<file path="config.mk">
export PLATFORM = sky130hd
export DESIGN_NAME = stepper_ramp_motion_controller_unit
export DESIGN_NICKNAME = d
export VERILOG_FILES = /design/src/rtl/srmc_pkg.sv /design/src/rtl/stepper_ramp_motion_controller_unit.sv
export SDC_FILE = /design/constraint.sdc
export NUM_CORES = 1
export LEC_CHECK = 0
export BUFFER_PORTS_ARGS = -buffer_cell sky130_fd_sc_hd__buf_2
export CAP_MARGIN = 15
export CELL_PAD_IN_SITES_DETAIL_PLACEMENT = 1
export CELL_PAD_IN_SITES_GLOBAL_PLACEMENT = 1
export CORE_ASPECT_RATIO = 2
export CORE_MARGIN = 2
export CORE_UTILIZATION = 44
export DETAILED_ROUTE_END_ITERATION = 8
export PLACE_DENSITY_LB_ADDON = 0.1
export SLEW_MARGIN = 25
export SYNTH_ARGS = -nofsm -noshare
export SYNTH_HDL_FRONTEND = slang
export SYNTH_SLANG_ARGS = --single-unit
</file>
<file path="constraint.sdc">
create_clock -name clk -period 9.83 [get_ports clk]
set_input_delay 0.4915 -clock clk [delete_from_list [all_inputs] [get_ports clk]]
set_output_delay 0.4915 -clock clk [all_outputs]
set_load 0.03 [all_outputs]
</file>
<file path="src/rtl/srmc_pkg.sv">
// srmc_pkg: shared types and constants of the stepper ramp motion controller
// used by stepper_ramp_motion_controller_unit; depends on nothing
package srmc_pkg;

  // item operation codes
  localparam logic [2:0] OP_TICK = 3'd0;
  localparam logic [2:0] OP_MOVE = 3'd1;
  localparam logic [2:0] OP_HOME = 3'd2;
  localparam logic [2:0] OP_STOP = 3'd3;
  localparam logic [2:0] OP_POLL = 3'd4;

  // motion outcome codes
  localparam logic [1:0] ST_DONE    = 2'd0;
  localparam logic [1:0] ST_RUNNING = 2'd1;
  localparam logic [1:0] ST_STOPPED = 2'd2;
  localparam logic [1:0] ST_ERROR   = 2'd3;

  // register indexes
  localparam logic [2:0] REG_X_START = 3'd0;
  localparam logic [2:0] REG_Y_START = 3'd1;
  localparam logic [2:0] REG_Z_START = 3'd2;
  localparam logic [2:0] REG_X_HOME  = 3'd3;
  localparam logic [2:0] REG_Y_HOME  = 3'd4;
  localparam logic [2:0] REG_Z_HOME  = 3'd5;
  localparam logic [2:0] REG_POL     = 3'd6;
  localparam logic [2:0] REG_MASK    = 3'd7;

  // field widths and limits
  localparam int RATE_W    = 15;
  localparam int STEPS_W   = 19;
  localparam int LEFT_W    = 18;
  localparam int PERIOD_W  = 20;
  localparam int DIV_W     = 24;
  localparam int MAX_STEPS = 200000;
  localparam int MAX_RATE  = 20000;
  localparam int US_PER_S  = 1000000;

  typedef enum logic [1:0] {
    MK_IDLE,
    MK_MOVE,
    MK_HOME
  } motion_kind_t;

  typedef enum logic [2:0] {
    SQ_IDLE,
    SQ_MUL,
    SQ_DIV1,
    SQ_ADJ,
    SQ_DIV2,
    SQ_WB,
    SQ_RESP
  } seq_state_t;

  // sequencer controls toward the datapath
  typedef struct packed {
    logic div_load_ramp;
    logic div_step;
    logic div_load_rate;
    logic period_wr;
    logic out_load;
  } seq_ctl_t;

endpackage

</file>
<file path="src/rtl/stepper_ramp_motion_controller_unit.sv">
// stepper_ramp_motion_controller_unit: three-axis step/direction generator with ramps
// and homing, one shared iterative divider under a small sequencer; uses srmc_pkg
//
//  channel | ports                                   | transfer
//  --------+-----------------------------------------+---------------------------
//  in      | in_valid/in_stall + item fields         | valid & !stall
//  out     | out_valid/out_stall + result fields     | valid & !stall
//  cfg     | psel penable pwrite paddr pwdata prdata | psel & penable & pwrite
//
// a request that needs a new step period runs the shared restoring divider twice
// (once for the ramp interpolation and once for 1e6/rate) before its result is loaded;
// any other request goes straight to the result. in_stall is high while a request is in work.
// synchronous active-low reset loads register defaults and clears motion state.
// a result waits in the output register until taken; the next result is not loaded before then.
module stepper_ramp_motion_controller_unit
  import srmc_pkg::*;
#(
  parameter int TICKS_PER_MS       = 1000,
  parameter int KEEPALIVE_LIMIT_MS = 5000,
  parameter int HOME_LIMIT_MS      = 120000,
  parameter int PULSE_TICKS        = 4,
  parameter int MAX_RAMP           = 100,
  parameter int NUM_AXES           = 3
) (
  input  logic                     clk,
  input  logic                     rst_n,
  input  logic                     in_valid,
  output logic                     in_stall,
  input  logic [2:0]               in_operation,
  input  logic [1:0]               in_axis,
  input  logic signed [STEPS_W-1:0] in_steps,
  input  logic [RATE_W-1:0]        in_rate,
  input  logic                     in_all_axes,
  input  logic [2:0]               in_endstop_levels,
  output logic                     out_valid,
  input  logic                     out_stall,
  output logic                     out_accepted,
  output logic                     out_step_level,
  output logic                     out_direction_level,
  output logic [1:0]               out_active_axis,
  output logic                     out_drivers_enabled,
  output logic [1:0]               out_run_state,
  input  logic                     psel,
  input  logic                     penable,
  input  logic                     pwrite,
  input  logic [4:0]               paddr,
  input  logic [31:0]              pwdata,
  output logic [31:0]              prdata,
  output logic                     pready
);

  localparam int PRE_W = $clog2(TICKS_PER_MS + 1);
  localparam int KA_W  = $clog2(KEEPALIVE_LIMIT_MS + 2);
  localparam int DL_W  = $clog2(HOME_LIMIT_MS + 1);
  localparam int RL_W  = $clog2(MAX_RAMP + 1);
  localparam int CNT_W = $clog2(DIV_W);

  // configuration registers
  logic [RATE_W-1:0] start_rate_r [3];
  logic [RATE_W-1:0] home_rate_r  [3];
  logic [5:0]        pol_r;
  logic [2:0]        mask_r;

  // motion state
  motion_kind_t      kind_r, kind_nxt;
  logic [1:0]        outcome_r, outcome_nxt;
  logic [1:0]        cur_r, cur_nxt;
  logic              hall_r, hall_nxt;
  logic              mpos_r, mpos_nxt;
  logic              pulse_r, pulse_nxt;
  logic [LEFT_W-1:0] left_r, left_nxt;
  logic [RL_W-1:0]   done_r, done_nxt;
  logic [RATE_W-1:0] rstart_r, rstart_nxt;
  logic [RATE_W-1:0] rtgt_r, rtgt_nxt;
  logic [RL_W-1:0]   rlen_r, rlen_nxt;
  logic [PERIOD_W-1:0] period_r;
  logic [PERIOD_W-1:0] edge_r, edge_nxt;
  logic [PRE_W-1:0]  pre_r, pre_nxt;
  logic [KA_W-1:0]   ka_r, ka_nxt;
  logic [DL_W-1:0]   dl_r, dl_nxt;
  logic              acc_r, acc_nxt;
  logic              need_per_nxt;
  logic              need_edge_r, need_edge_nxt;

  // sequencer and shared divider
  seq_state_t        state_r, state_nxt;
  seq_ctl_t          ctl;
  logic [DIV_W-1:0]  dq_r;
  logic [RATE_W-1:0] drem_r;
  logic [RATE_W-1:0] dvs_r;
  logic [CNT_W-1:0]  cnt_r;
  logic              neg_r;

  // result register
  logic              out_valid_r;
  logic              o_acc_r, o_step_r, o_dir_r, o_en_r;
  logic [1:0]        o_axis_r, o_stat_r;

  logic              in_take;
  logic              out_take;

  assign in_take  = in_valid && !in_stall;
  assign out_take = out_valid_r && !out_stall;
  assign in_stall = (state_r != SQ_IDLE);
  assign pready   = 1'b1;

  function automatic logic hit(input logic [1:0] a, input logic [2:0] lv,
                               input logic [5:0] pol);
    logic r;
    begin
      r = 1'b1;
      case (a)
        2'd0:    r = (lv[0] == pol[3]);
        2'd1:    r = (lv[1] == pol[4]);
        2'd2:    r = (lv[2] == pol[5]);
        default: r = 1'b1;
      endcase
      return r;
    end
  endfunction

  // configuration write and read
  always_ff @(posedge clk) begin
    if (!rst_n) begin
      start_rate_r[0] <= RATE_W'(100);
      start_rate_r[1] <= RATE_W'(20);
      start_rate_r[2] <= RATE_W'(100);
      home_rate_r[0]  <= RATE_W'(400);
      home_rate_r[1]  <= RATE_W'(100);
      home_rate_r[2]  <= RATE_W'(400);
      pol_r           <= 6'd62;
      mask_r          <= 3'd5;
    end else if (psel && penable && pwrite) begin
      unique case (paddr[4:2])
        REG_X_START: start_rate_r[0] <= pwdata[RATE_W-1:0];
        REG_Y_START: start_rate_r[1] <= pwdata[RATE_W-1:0];
        REG_Z_START: start_rate_r[2] <= pwdata[RATE_W-1:0];
        REG_X_HOME:  home_rate_r[0]  <= pwdata[RATE_W-1:0];
        REG_Y_HOME:  home_rate_r[1]  <= pwdata[RATE_W-1:0];
        REG_Z_HOME:  home_rate_r[2]  <= pwdata[RATE_W-1:0];
        REG_POL:     pol_r           <= pwdata[5:0];
        REG_MASK:    mask_r          <= pwdata[2:0];
        default: ;
      endcase
    end
  end

  always_comb begin
    unique case (paddr[4:2])
      REG_X_START: prdata = 32'(start_rate_r[0]);
      REG_Y_START: prdata = 32'(start_rate_r[1]);
      REG_Z_START: prdata = 32'(start_rate_r[2]);
      REG_X_HOME:  prdata = 32'(home_rate_r[0]);
      REG_Y_HOME:  prdata = 32'(home_rate_r[1]);
      REG_Z_HOME:  prdata = 32'(home_rate_r[2]);
      REG_POL:     prdata = 32'(pol_r);
      REG_MASK:    prdata = 32'(mask_r);
      default:     prdata = '0;
    endcase
  end

  // request decode: every state update except the step period and its edge reload
  always_comb begin
    logic [LEFT_W-1:0]   mag;
    logic [LEFT_W-2:0]   half;
    logic [PRE_W-1:0]    pre_inc;
    logic [PERIOD_W-1:0] ew;
    logic                go;
    logic                do_home;
    logic [1:0]          hax;
    logic                stop;
    logic                fin;
    logic [RATE_W-1:0]   cstart;

    kind_nxt      = kind_r;
    outcome_nxt   = outcome_r;
    cur_nxt       = cur_r;
    hall_nxt      = hall_r;
    mpos_nxt      = mpos_r;
    pulse_nxt     = pulse_r;
    left_nxt      = left_r;
    done_nxt      = done_r;
    rstart_nxt    = rstart_r;
    rtgt_nxt      = rtgt_r;
    rlen_nxt      = rlen_r;
    edge_nxt      = edge_r;
    pre_nxt       = pre_r;
    ka_nxt        = ka_r;
    dl_nxt        = dl_r;
    acc_nxt       = 1'b0;
    need_per_nxt  = 1'b0;
    need_edge_nxt = 1'b0;
    do_home       = 1'b0;
    hax           = in_axis;
    mag           = in_steps[STEPS_W-1] ? LEFT_W'(-in_steps) : LEFT_W'(in_steps);
    half          = mag[LEFT_W-1:1];
    pre_inc       = pre_r + 1'b1;
    ew            = '0;
    go            = 1'b0;
    stop          = 1'b0;
    fin           = 1'b0;
    cstart        = start_rate_r[2];

    case (in_operation)
      OP_TICK: begin
        // millisecond clock and its counters
        if (pre_inc >= PRE_W'(TICKS_PER_MS)) begin
          pre_nxt = '0;
          if (ka_r <= KA_W'(KEEPALIVE_LIMIT_MS)) ka_nxt = ka_r + 1'b1;
          if (dl_r < DL_W'(HOME_LIMIT_MS)) dl_nxt = dl_r + 1'b1;
        end else begin
          pre_nxt = pre_inc;
        end
        // keepalive watchdog
        if (kind_r != MK_IDLE && ka_nxt > KA_W'(KEEPALIVE_LIMIT_MS)) begin
          kind_nxt    = MK_IDLE;
          outcome_nxt = ST_ERROR;
          pulse_nxt   = 1'b0;
        end
        go = (kind_nxt != MK_IDLE);
        // endstop and deadline checks
        if (go && kind_r == MK_HOME) begin
          if (hit(cur_r, in_endstop_levels, pol_r)) begin
            pulse_nxt = 1'b0;
            go        = 1'b0;
            if (hall_r && ({1'b0, cur_r} + 3'd1 < 3'(NUM_AXES))) begin
              do_home = 1'b1;
              hax     = cur_r + 2'd1;
            end else begin
              kind_nxt    = MK_IDLE;
              outcome_nxt = ST_DONE;
            end
          end else if (dl_nxt >= DL_W'(HOME_LIMIT_MS)) begin
            go          = 1'b0;
            kind_nxt    = MK_IDLE;
            outcome_nxt = ST_ERROR;
            pulse_nxt   = 1'b0;
          end
        end else if (go && mask_r[cur_r] && !mpos_r &&
                     hit(cur_r, in_endstop_levels, pol_r)) begin
          go          = 1'b0;
          kind_nxt    = MK_IDLE;
          outcome_nxt = ST_DONE;
          pulse_nxt   = 1'b0;
        end
        // step edge timing
        if (go) begin
          ew       = (edge_r == '0) ? '0 : edge_r - 1'b1;
          edge_nxt = ew;
          if (ew == '0) begin
            if (!pulse_r) begin
              if (kind_r == MK_MOVE && left_r == '0) begin
                kind_nxt    = MK_IDLE;
                outcome_nxt = ST_DONE;
                pulse_nxt   = 1'b0;
              end else begin
                pulse_nxt = 1'b1;
                edge_nxt  = PERIOD_W'(PULSE_TICKS);
              end
            end else begin
              pulse_nxt = 1'b0;
              if (kind_r == MK_MOVE && left_r != '0) left_nxt = left_r - 1'b1;
              if (done_r != '1) done_nxt = done_r + 1'b1;
              need_per_nxt  = 1'b1;
              need_edge_nxt = 1'b1;
            end
          end
        end
      end
      OP_MOVE: begin
        if (({1'b0, in_axis} < 3'(NUM_AXES)) && in_steps >= -MAX_STEPS &&
            in_steps <= MAX_STEPS && in_rate >= RATE_W'(1) &&
            in_rate <= RATE_W'(MAX_RATE)) begin
          if (in_steps == '0) begin
            acc_nxt = 1'b1;
          end else if (kind_r == MK_IDLE) begin
            acc_nxt = 1'b1;
            case (in_axis)
              2'd0:    cstart = start_rate_r[0];
              2'd1:    cstart = start_rate_r[1];
              default: cstart = start_rate_r[2];
            endcase
            cur_nxt    = in_axis;
            mpos_nxt   = !in_steps[STEPS_W-1];
            left_nxt   = mag;
            done_nxt   = '0;
            rstart_nxt = (cstart < in_rate) ? cstart : in_rate;
            rtgt_nxt   = in_rate;
            if (half == '0) rlen_nxt = RL_W'(1);
            else if (half > (LEFT_W-1)'(MAX_RAMP)) rlen_nxt = RL_W'(MAX_RAMP);
            else rlen_nxt = RL_W'(half);
            kind_nxt     = MK_MOVE;
            need_per_nxt = 1'b1;
            edge_nxt     = '0;
            outcome_nxt  = ST_RUNNING;
            ka_nxt       = '0;
            pulse_nxt    = 1'b0;
          end
        end
      end
      OP_HOME: begin
        if ((in_all_axes || ({1'b0, in_axis} < 3'(NUM_AXES))) && kind_r == MK_IDLE) begin
          acc_nxt  = 1'b1;
          ka_nxt   = '0;
          hall_nxt = in_all_axes;
          do_home  = 1'b1;
          hax      = in_all_axes ? 2'd0 : in_axis;
        end
      end
      OP_STOP: begin
        acc_nxt     = 1'b1;
        kind_nxt    = MK_IDLE;
        outcome_nxt = ST_STOPPED;
        pulse_nxt   = 1'b0;
      end
      OP_POLL: begin
        acc_nxt = 1'b1;
        if (outcome_r == ST_RUNNING) ka_nxt = '0;
      end
      default: ;
    endcase

    // homing start: skip axes already on their endstop when homing all
    if (do_home) begin
      for (int i = 0; i < 3; i++) begin
        if (!stop) begin
          cur_nxt = hax;
          if (!hit(hax, in_endstop_levels, pol_r)) begin
            stop = 1'b1;
          end else if (hall_nxt && ({1'b0, hax} + 3'd1 < 3'(NUM_AXES))) begin
            hax = hax + 2'd1;
          end else begin
            stop = 1'b1;
            fin  = 1'b1;
          end
        end
      end
      if (fin || !stop) begin
        kind_nxt    = MK_IDLE;
        outcome_nxt = ST_DONE;
        pulse_nxt   = 1'b0;
      end else begin
        mpos_nxt = 1'b0;
        done_nxt = '0;
        case (hax)
          2'd0: begin
            rstart_nxt = start_rate_r[0];
            rtgt_nxt   = home_rate_r[0];
          end
          2'd1: begin
            rstart_nxt = start_rate_r[1];
            rtgt_nxt   = home_rate_r[1];
          end
          default: begin
            rstart_nxt = start_rate_r[2];
            rtgt_nxt   = home_rate_r[2];
          end
        endcase
        rlen_nxt      = RL_W'(MAX_RAMP);
        kind_nxt      = MK_HOME;
        need_per_nxt  = 1'b1;
        need_edge_nxt = 1'b0;
        edge_nxt      = '0;
        dl_nxt        = '0;
        outcome_nxt   = ST_RUNNING;
      end
    end
  end

  // sequencer next state
  always_comb begin
    state_nxt = state_r;
    unique case (state_r)
      SQ_IDLE: if (in_take) state_nxt = need_per_nxt ? SQ_MUL : SQ_RESP;
      SQ_MUL:  state_nxt = SQ_DIV1;
      SQ_DIV1: if (cnt_r == CNT_W'(DIV_W - 1)) state_nxt = SQ_ADJ;
      SQ_ADJ:  state_nxt = SQ_DIV2;
      SQ_DIV2: if (cnt_r == CNT_W'(DIV_W - 1)) state_nxt = SQ_WB;
      SQ_WB:   state_nxt = SQ_RESP;
      SQ_RESP: if (!out_valid_r || !out_stall) state_nxt = SQ_IDLE;
      default: state_nxt = SQ_IDLE;
    endcase
  end

  // sequencer outputs
  always_comb begin
    ctl = '0;
    unique case (state_r)
      SQ_MUL:  ctl.div_load_ramp = 1'b1;
      SQ_DIV1: ctl.div_step      = 1'b1;
      SQ_ADJ:  ctl.div_load_rate = 1'b1;
      SQ_DIV2: ctl.div_step      = 1'b1;
      SQ_WB:   ctl.period_wr     = 1'b1;
      SQ_RESP: ctl.out_load      = !out_valid_r || !out_stall;
      default: ;
    endcase
  end

  // ramp position, interpolation product and rate correction
  logic [RL_W-1:0]            pos;
  logic signed [RATE_W:0]     delta;
  logic signed [RATE_W+RL_W+1:0] prod;
  logic [RATE_W:0]            rem_sh;
  logic                       ge;
  logic signed [RATE_W+1:0]   qs;
  logic signed [RATE_W+1:0]   rs;
  logic [RATE_W-1:0]          rnew;
  logic [PERIOD_W-1:0]        per;

  always_comb begin
    pos = (done_r < rlen_r) ? done_r + 1'b1 : rlen_r;
    if (kind_r == MK_MOVE && ((LEFT_W+1)'(pos) > (LEFT_W+1)'(left_r) + 1'b1))
      pos = RL_W'(left_r + 1'b1);
    delta  = $signed({1'b0, rtgt_r}) - $signed({1'b0, rstart_r});
    prod   = delta * $signed({1'b0, pos});
    rem_sh = {drem_r, dq_r[DIV_W-1]};
    ge     = (rem_sh >= {1'b0, dvs_r});
    qs     = $signed({2'b00, dq_r[RATE_W-1:0]});
    rs     = $signed({2'b00, rstart_r}) + (neg_r ? -qs : qs);
    rnew   = (rs <= 0) ? RATE_W'(1) : rs[RATE_W-1:0];
    per    = dq_r[PERIOD_W-1:0];
  end

  // shared divider
  always_ff @(posedge clk) begin
    if (ctl.div_load_ramp) begin
      dq_r   <= prod[RATE_W+RL_W+1] ? DIV_W'(-prod) : DIV_W'(prod);
      neg_r  <= prod[RATE_W+RL_W+1];
      drem_r <= '0;
      dvs_r  <= RATE_W'(rlen_r);
      cnt_r  <= '0;
    end else if (ctl.div_load_rate) begin
      dq_r   <= DIV_W'(US_PER_S);
      drem_r <= '0;
      dvs_r  <= rnew;
      cnt_r  <= '0;
    end else if (ctl.div_step) begin
      dq_r   <= {dq_r[DIV_W-2:0], ge};
      drem_r <= ge ? RATE_W'(rem_sh - {1'b0, dvs_r}) : rem_sh[RATE_W-1:0];
      cnt_r  <= cnt_r + 1'b1;
    end
  end

  // motion state registers
  always_ff @(posedge clk) begin
    if (!rst_n) begin
      state_r     <= SQ_IDLE;
      kind_r      <= MK_IDLE;
      outcome_r   <= ST_DONE;
      cur_r       <= '0;
      hall_r      <= 1'b0;
      mpos_r      <= 1'b0;
      pulse_r     <= 1'b0;
      left_r      <= '0;
      done_r      <= '0;
      rstart_r    <= '0;
      rtgt_r      <= '0;
      rlen_r      <= RL_W'(1);
      period_r    <= '0;
      edge_r      <= '0;
      pre_r       <= '0;
      ka_r        <= '0;
      dl_r        <= '0;
      acc_r       <= 1'b0;
      need_edge_r <= 1'b0;
    end else begin
      state_r <= state_nxt;
      if (in_take) begin
        kind_r      <= kind_nxt;
        outcome_r   <= outcome_nxt;
        cur_r       <= cur_nxt;
        hall_r      <= hall_nxt;
        mpos_r      <= mpos_nxt;
        pulse_r     <= pulse_nxt;
        left_r      <= left_nxt;
        done_r      <= done_nxt;
        rstart_r    <= rstart_nxt;
        rtgt_r      <= rtgt_nxt;
        rlen_r      <= rlen_nxt;
        edge_r      <= edge_nxt;
        pre_r       <= pre_nxt;
        ka_r        <= ka_nxt;
        dl_r        <= dl_nxt;
        acc_r       <= acc_nxt;
        need_edge_r <= need_edge_nxt;
      end else if (ctl.period_wr) begin
        period_r <= per;
        if (need_edge_r)
          edge_r <= (per > PERIOD_W'(PULSE_TICKS)) ? per - PERIOD_W'(PULSE_TICKS)
                                                   : PERIOD_W'(1);
      end
    end
  end

  // result register
  always_ff @(posedge clk) begin
    if (!rst_n) begin
      out_valid_r <= 1'b0;
    end else if (ctl.out_load) begin
      out_valid_r <= 1'b1;
    end else if (out_take) begin
      out_valid_r <= 1'b0;
    end
  end

  always_ff @(posedge clk) begin
    if (ctl.out_load) begin
      o_acc_r  <= acc_r;
      o_step_r <= pulse_r;
      o_dir_r  <= mpos_r ^ pol_r[cur_r];
      o_axis_r <= cur_r;
      o_en_r   <= (kind_r != MK_IDLE);
      o_stat_r <= outcome_r;
    end
  end

  assign out_valid           = out_valid_r;
  assign out_accepted        = o_acc_r;
  assign out_step_level      = o_step_r;
  assign out_direction_level = o_dir_r;
  assign out_active_axis     = o_axis_r;
  assign out_drivers_enabled = o_en_r;
  assign out_run_state       = o_stat_r;

  // motion running always reports a running outcome
  a_run_status: assert property (@(posedge clk) disable iff (!rst_n)
    (kind_r != MK_IDLE) |-> (outcome_r == ST_RUNNING))
    else $error("motion active without running outcome");

  // a step pulse only exists during motion
  a_pulse_motion: assert property (@(posedge clk) disable iff (!rst_n)
    pulse_r |-> (kind_r != MK_IDLE))
    else $error("step pulse high while idle");

  // an accepted request leaves the sequencer busy
  a_take_busy: assert property (@(posedge clk) disable iff (!rst_n)
    in_take |=> (state_r != SQ_IDLE))
    else $error("sequencer idle after request");

  // active axis stays in range
  a_axis_range: assert property (@(posedge clk) disable iff (!rst_n)
    ({1'b0, cur_r} < 3'(NUM_AXES)))
    else $error("active axis out of range");

endmodule

</file>
==> reports/results.md, run 1 <==
| Group | Result | Reported |
|---|---|---|
| clock network | Clock insertion delay at the later pin of the skew report | 0.64 ns |
| critical path | Largest stage delay on the critical path | 0.56 ns |
| detailed routing | Initial DRC Count | 1098 |
| clock network | Number of buffers on the longest clock path | 3 |
| finish | Register cell area after layout | 0.00739 mm² |
| finish | Area of all placed cells without fillers | 0.0292 mm² |
| critical path | Most frequent CP cell | a21o_1 |
| place | Placed instance area | 0.0275 mm² |
| detailed routing | Antenna Nets Post-Route | 0 |
| power and ir drop | Static leakage | 11.6 nW |
| synth | Number of flip-flops and latches in the synthesized netlist | 304 |
| global route | Total track usage | 30.8% |
| clock network | Clock Tree Root | clkbuf_16 |
| synth | Post-synthesis area per instance | 8.23 µm² |
| power and ir drop | Max rail drop VDD | 0.189 mV |
| finish | Finished Layout Cells | 4026 |
| floorplanning | Boundary pin count | 130 |
| global route | Number of antenna violations at the first check in global routing | 3 |
| detailed routing | Total iterations of the first detailed-routing run | 5 |
| finish | Area taken by multi-input logic gates | 0.0175 mm² |
| global route | Via count of the first global-routing pass | 26600 |
| synth | EDFF count, synth | 130 |
| flow run | Maximum Capacitance Violations | 0 |
| detailed routing | Remaining design rule violation count | 0 |
| critical path | Startpoint of the most critical register-to-register path | done_r[1]$_SDFFE_PN0P_ |
| floorplanning | Number of rows created at floorplan | 126 |
| worst hold path | Worst hold-check path type | in -> reg |
| sta | Final setup violation count | 0 |
| synth | Async set-or-reset flop fraction in the synthesized netlist | 0% |
| synth | Count of unique library cells instantiated by Yosys | 104 |
| floorplanning | Core Region | 0.0588 mm² |
| synth | Netlist area before placement | 0.0261 mm² |
| finish | Synthesis-to-layout area growth | 11.8% |
| clock network | H-tree levels | 1 |
| place | Number of placed instances with taps included | 3948 |
| sta | Headroom to the max-slew limit | 31.9% |
| finish | Commonest cells after routing, fill and taps aside | 294 x nor2_1, 282 x nand2_1, 245 x o21ai_0 |
| sta | Slew at the pin closest to its max-slew limit | 1.02 ns |
| sta | FMAX | 104 MHz |
| synth | Commonest register cell after synthesis | dfxtp_1 |
| finish | Most common cell after layout, fill and taps aside | nor2_1 |
| finish | Number of filler instances in the final layout | 7027 |
| floorplanning | Effective utilization at floorplan | 44.4% |
| run status | Status | complete, no violations |
| power and ir drop | Power density cells | 188 mW/mm² |
| global route | Total congestion overflow | 0 |
| critical path | Worst Setup Start Kind | flop |
| sta | Max-slew violation total from the final report | 0 |
| finish | Final core utilization | 49.6% |
| clock network | Total clock buffers created by CTS | 31 |
| synth | Post-synthesis sequential area ratio | 28.3% |
| detailed routing | Vias after detailed routing | 24300 |
| sta | Setup Skew | 0.0324 ns |
| global route | Largest net degree at the start of global routing | 84 |
| clock network | Clock input transition at the sequential cells of the worst setup and hold paths | 0.07 ns |
| sta | Worst hold slack after final layout | 0.161 ns |
| clock network | TritonCTS clock tree | built |
| critical path | WP data required | 10.18 ns |
| finish | Nets | 3559 |
| detailed routing | Total wire length after detailed routing | 95700 µm |
| place | Post-DP HPWL | 75600 µm |
| floorplanning | Die width | 176 µm |
| detailed routing | Average detailed-routed wire length per instance | 23.8 µm |
| detailed routing | Detailed-route vias per instance | 6.04 |
| clock network | Number of clock sinks | 304 |
| place | Placer Congestion | 0.927 |
| critical path | CP endpoint kind | flop |
| critical path | Critical path arrival | 9.92 ns |
| sta | Final worst-path cycle share | 97.4% |
| sta | Final worst path period need | 9.57 ns |
| critical path | Category of the critical setup timing path | reg -> reg |
| synth | Synthesized instance count | 3172 |
| sta | Final-report hold violation count | 0 |
| finish | Fraction of final layout cells sized beyond drive strength 1 | 13.3% |
| worst hold path | Launch point of the worst hold path | pwdata[8] |
| floorplanning | Die H | 348 µm |
| clock network | Hold buffers post-CTS | 0 |
| synth | Warning count from the yosys run | 0 |
| global route | Wire length of the first global-routing pass | 147000 µm |
| floorplanning | Die ar. | 0.0614 mm² |
| place | Count of input and output buffers | 92 |
| critical path | Maximum net fanout on the critical path | 8 |
| critical path | Launching instance or port of the critical path | done_r[1]$_SDFFE_PN0P_ |
| critical path | Cell with the largest stage delay on the worst path | fa_2 |
power by group:
part | internal, mW | switching [mW]
combinational | 1.05 | 1.52
sequential | 1.45 | 0.132
clock | 0.759 | 0.575
total | 3.26 | 2.22
cell usage after synthesis, drive strengths merged (38+ instances only):
library cell / number / share of area [%]
a211oi: 52 / 1.5
fa: 89 / 6.8
dfxtp: 174 / 13
nand2: 287 / 4.1
a31oi: 43 / 1.1
buf: 51 / 1.2
nor3: 71 / 1.4
mux2i: 71 / 2.7
inv: 249 / 3.6
xnor2: 94 / 3.2
clkbuf: 138 / 2.0
xor2: 69 / 2.3
nand3: 64 / 1.2
nor2: 306 / 4.4
edfxtp: 130 / 15
o22ai: 38 / 0.93
a21oi: 191 / 3.7
mux2: 38 / 1.6
o21ai: 272 / 5.2
and2: 51 / 1.2
nand2b: 68 / 1.6
ha: 152 / 7.3
kinds of logic (layout without fill, tap and decap cells):
group,Yosys count,count (layout),synth area share (%)
multiplexers,115,115,4.88
XOR/XNOR,163,163,5.47
AO/OA/AOI/OAI,846,846,20.7
flip-flops,304,304,28.3
other,2,20,0.0288
adder cells (fa/ha/maj),241,241,14.1
buffers and inverters,440,508,6.83
AND/OR/NAND/NOR,1061,1061,19.7
what timing repair did:
action	4_1_cts	5_1_grt
gates resized for setup	14	95
setup endpoints to repair	23	65
pin swaps	1	45
gates cloned	0	1
buffers inserted	2	14
registers in the layout, summed over array words and instances, names as in the netlist, 3 cells and up:
name	count
done_r	7
start_rate_r	45
dl_r	17
dq_r	24
edge_r	20
pol_r	6
mask_r	3
pre_r	10
state_r	3
ka_r	13
left_r	18
cnt_r	5
dvs_r	15
rlen_r	7
rtgt_r	15
rstart_r	15
home_rate_r	45
drem_r	15
per-layer routing:
layer	vias up	GRT usage [%]	routed length (µm)
li1	11300	-	-
met1	12200	28.6	32200
met2	549	61.7	53800
met3	263	2.80	2690
met4	4	20.9	6970
met5	-	0	22
critical path: cells and delay by family, from the launching register on:
kind	cells	cell delay [ns]
multiplexers	1	0.33
flip-flops	1	0.37
XOR/XNOR	2	0.43
buffers and inverters	8	1.07
AO/OA/AOI/OAI	23	3.78
adder cells (fa/ha/maj)	7	2.61
AND/OR/NAND/NOR	6	0.67
metrics by stage:
stage | TNS (ns) | worst slack (ns) | total power, mW
finish | 0 | 0.259 | 5.49
global placement | 0 | 0.0575 | 3.83
CTS | 0 | 0.0155 | 5.32
floorplan | 0 | 0.0118 | 3.25
global route | -0.379 | -0.0787 | 5.82
detailed placement | -4.54 | -0.368 | 3.96
cell type report:
cell class                      instances  area share (%)
Clock inverter                         25            1.07
Clock buffer                           33            2.68
Tap cell                              768            3.29
Timing Repair Buffer                  198            4.49
Antenna cell                            2          0.0171
Inverter                              251            3.24
Sequential cell                       304            25.3
Timing Repair inverter                  1          0.0257
Multi-Input combinational cell       2444            59.9
path summary, 6_finish.rpt:
kind	slack, ns	depth (start not counted)	end
worst min register to register	0.44	0	out_accepted$_DFFE_PP_
worst min-delay path	0.16	2	home_rate_r[0][23]$_SDFFCE_PP0P_
worst max-delay path	0.26	47	dq_r[10]$_DFFE_PP_
worst max register to register	0.26	47	dq_r[10]$_DFFE_PP_
No activity file was read; power rests on OpenSTA's default activity.
==> run 2, diff against run 1 <==
- CELL_PAD_IN_SITES_DETAIL_PLACEMENT: 1 -> default
- CELL_PAD_IN_SITES_GLOBAL_PLACEMENT: 1 -> default
- CORE_UTILIZATION: 44 -> 68
- PLACE_DENSITY: default -> 0.87
- PLACE_DENSITY_LB_ADDON: 0.1 -> default
- clock period: 9.83 -> 11.3 ns (I/O delays scaled with it)
==> run 2 against run 1 <==
  * Power decreased by 19%
  * Clock power decreased by 17%
  * Clock skew decreased by 0.0088 ns
  * Critical endpoint is now dq_r[3]$_DFFE_PP_
  * Via count increased by 1.2%
  * Combinational power decreased by 24%
  * Routed wire length decreased by 15%
  * Non-clock buffer count decreased by 68
  * Flip-flop and latch count unchanged
  * Maximum frequency decreased by 9.5%
==> reports/results.md, run 2 (same netlist as run 1, synthesis figures left out) <==
| Group | Result | Reported | Change |
|---|---|---|---|
| run status | Status | complete, no violations | unchanged |
| sta | Final worst-path cycle share | 93.6% | was 97.4% |
| sta | Final Worst Setup Slack | 0.722 ns | was 0.259 ns |
| critical path | Largest stage delay on the critical path | 0.55 ns | was 0.56 ns |
| detailed routing | Detailed-route vias per instance | 6.74 | was 6.04 |
| power and ir drop | Power density cells | 160 mW/mm² | was 188 mW/mm² |
| finish | Final core utilization | 73.3% | was 49.6% |
| sta | Final worst path period need | 10.58 ns | was 9.57 ns |
| floorplanning | Die H | 281 µm | was 348 µm |
| critical path | Worst R2R Setup Slack | 0.72 ns | was 0.26 ns |
| detailed routing | Remaining design rule violation count | 0 | unchanged |
| sta | Headroom to the max-slew limit | 21.8% | was 31.9% |
| finish | Commonest cells after routing, fill and taps aside | 304 x nor2_1, 285 x nand2_1, 259 x o21ai_0 | was 294 x nor2_1, 282 x nand2_1, 245 x o21ai_0 |
| place | Number of placed instances with taps included | 3589 | was 3948 |
| finish | Synthesis-to-layout area growth | 6.52% | was 11.8% |
| global route | Total congestion overflow | 0 | unchanged |
| clock network | Clock Tree Root | clkbuf_16 | unchanged |
| critical path | Most frequent CP cell | a21o_1 | unchanged |
| global route | Wire length of the first global-routing pass | 129000 µm | was 147000 µm |
| floorplanning | Core Region | 0.0379 mm² | was 0.0588 mm² |
| finish | Largest registers | home_rate_r (45), start_rate_r (45), dq_r (24) | unchanged |
| finish | Fraction of final layout cells sized beyond drive strength 1 | 9.27% | was 13.3% |
| critical path | Path depth of the worst reg2reg path | 42 | was 47 |
| critical path | Maximum net fanout on the critical path | 17 | was 8 |
| worst hold path | Launch point of the worst hold path | pwdata[2] | was pwdata[8] |
| sta | Setup Skew | 0.0236 ns | was 0.0324 ns |
| detailed routing | Total wire length after detailed routing | 81300 µm | was 95700 µm |
| critical path | Worst Setup Start Kind | flop | unchanged |
| critical path | WP data required | 11.60 ns | was 10.18 ns |
| floorplanning | Number of rows created at floorplan | 101 | was 126 |
| floorplanning | Die width | 143 µm | was 176 µm |
| worst hold path | Worst hold-check path type | in -> reg | unchanged |
| clock network | Number of buffers on the longest clock path | 3 | unchanged |
| finish | Area taken by multi-input logic gates | 0.0171 mm² | was 0.0175 mm² |
| critical path | Launching instance or port of the critical path | rlen_r[1]$_SDFFE_PN0P_ | was done_r[1]$_SDFFE_PN0P_ |
| floorplanning | Boundary pin count | 130 | unchanged |
| critical path | Category of the critical setup timing path | reg -> reg | unchanged |
| critical path | RR Endpoint | dq_r[3]$_DFFE_PP_ | was dq_r[10]$_DFFE_PP_ |
| detailed routing | Vias after detailed routing | 24600 | was 24300 |
| global route | Largest net degree at the start of global routing | 65 | was 84 |
| finish | Nets | 3488 | was 3559 |
| critical path | Startpoint of the most critical register-to-register path | rlen_r[1]$_SDFFE_PN0P_ | was done_r[1]$_SDFFE_PN0P_ |
| clock network | Clock insertion delay at the later pin of the skew report | 0.60 ns | was 0.64 ns |
| place | Count of input and output buffers | 92 | unchanged |
| clock network | Number of clock sinks | 304 | unchanged |
| sta | Max-slew violation total from the final report | 0 | unchanged |
| clock network | Total clock buffers created by CTS | 29 | was 31 |
| critical path | Critical path arrival | 10.88 ns | was 9.92 ns |
| place | Post-DP HPWL | 62400 µm | was 75600 µm |
| global route | Number of antenna violations at the first check in global routing | 3 | unchanged |
| sta | Final setup violation count | 0 | unchanged |
| sta | FMAX | 94.5 MHz | was 104 MHz |
| finish | Register cell area after layout | 0.00739 mm² | about the same |
| place | Post-place setup slack | 0.388 ns | was -0.368 ns |
| finish | Most common cell after layout, fill and taps aside | nor2_1 | unchanged |
| detailed routing | Total iterations of the first detailed-routing run | 6 | was 5 |
| sta | Sum of negative setup slack | 0 ns | unchanged |
| clock network | Clock input transition at the sequential cells of the worst setup and hold paths | 0.07 ns | about the same |
| power and ir drop | Pwr Total | 4.44 mW | was 5.49 mW |
| critical path | Cell with the largest stage delay on the worst path | fa_1 | was fa_2 |
| detailed routing | Antenna Nets Post-Route | 0 | unchanged |
| flow run | Maximum Capacitance Violations | 0 | unchanged |
| detailed routing | Average detailed-routed wire length per instance | 22.3 µm | was 23.8 µm |
| power and ir drop | Static leakage | 11.2 nW | was 11.6 nW |
| floorplanning | Effective utilization at floorplan | 68.9% | was 44.4% |
| place | Placer Congestion | 1.01 | was 0.927 |
| power and ir drop | Max rail drop VDD | 0.157 mV | was 0.189 mV |
| clock network | H-tree levels | 1 | unchanged |
| global route | Via count of the first global-routing pass | 25300 | was 26600 |
| clock network | TritonCTS clock tree | built | unchanged |
| critical path | Critical Path End | dq_r[3]$_DFFE_PP_ | was dq_r[10]$_DFFE_PP_ |
| sta | RSZ-0062 raised after global routing | no |  |
| finish | Number of filler instances in the final layout | 2860 | was 7027 |
| critical path | CP endpoint kind | flop | unchanged |
| finish | Finished Layout Cells | 3648 | was 4026 |
| floorplanning | Die ar. | 0.0401 mm² | was 0.0614 mm² |
| global route | Total track usage | 40.7% | was 30.8% |
| sta | Final-report hold violation count | 0 | unchanged |
| sta | Slew at the pin closest to its max-slew limit | 1.17 ns | was 1.02 ns |
| detailed routing | Initial DRC Count | 1767 | was 1098 |
==> run 2: worst max-delay path, delay by kind of cell (launching register included) <==
| kind | cells | cell delay (ns) |
|---|---|---|
| buf+inv | 7 | 1.05 |
| fa+ha+maj | 7 | 2.96 |
| flops | 1 | 0.34 |
| compound gates | 17 | 3.36 |
| xor+xnor | 2 | 0.35 |
| simple gates | 8 | 1.63 |
| mux | 1 | 0.54 |
==> run 2: metrics by stage <==
stage,hold slack [ns],cell area [µm²]
3_5_place_dp,0.443,26700
6_report,0.248,27800
5_1_grt,0.260,27800
4_1_cts,0.235,27800
3_3_place_gp,0.418,26700
2_1_floorplan,0.409,26200
==> run 2: worst min path at each step <==
| stage | to | slack [ns] | cells past startpoint |
|---|---|---|---|
| after floorplan | out_accepted$_DFFE_PP_ | 0.41 | 0 |
| after global placement | out_accepted$_DFFE_PP_ | 0.42 | 0 |
| after detailed placement | out_accepted$_DFFE_PP_ | 0.44 | 0 |
| after CTS | mask_r[2]$_SDFFE_PN1P_ | 0.24 | 3 |
| after global routing | pol_r[2]$_SDFFE_PN1P_ | 0.26 | 3 |
| final | mask_r[2]$_SDFFE_PN1P_ | 0.25 | 3 |
==> run 2: layer usage <==
metal	vias to the layer above	wire (µm)	global-route usage [%]
li1	11200	-	-
met1	11700	25800	38.1
met2	1250	41400	73.4
met3	508	5450	7.02
met4	0	8720	37.6
met5	-	0	0
==> run 2: layout make-up <==
type,count,share of cell area (%)
antenna,3,0.0270
clock buffer,33,2.77
clock inverter,20,1.07
inverter,251,3.39
multi-input combinational,2444,61.4
sequential,304,26.6
tap,463,2.08
timing repair buffer,130,2.68
==> run 2: what timing repair did <==
item / CTS / global route
buffers inserted: 0 / 3
hold buffers: 0 / 0
endpoints found under the setup margin: 0 / 16
gates resized for setup: 0 / 2
==> run 2: report_power, final <==
part	switching [mW]	leakage (nW)	internal, mW
Sequential	0.111	2.67	1.26
Clock	0.459	0.502	0.650
Combinational	1.19	8.03	0.765
Total	1.76	11.2	2.68
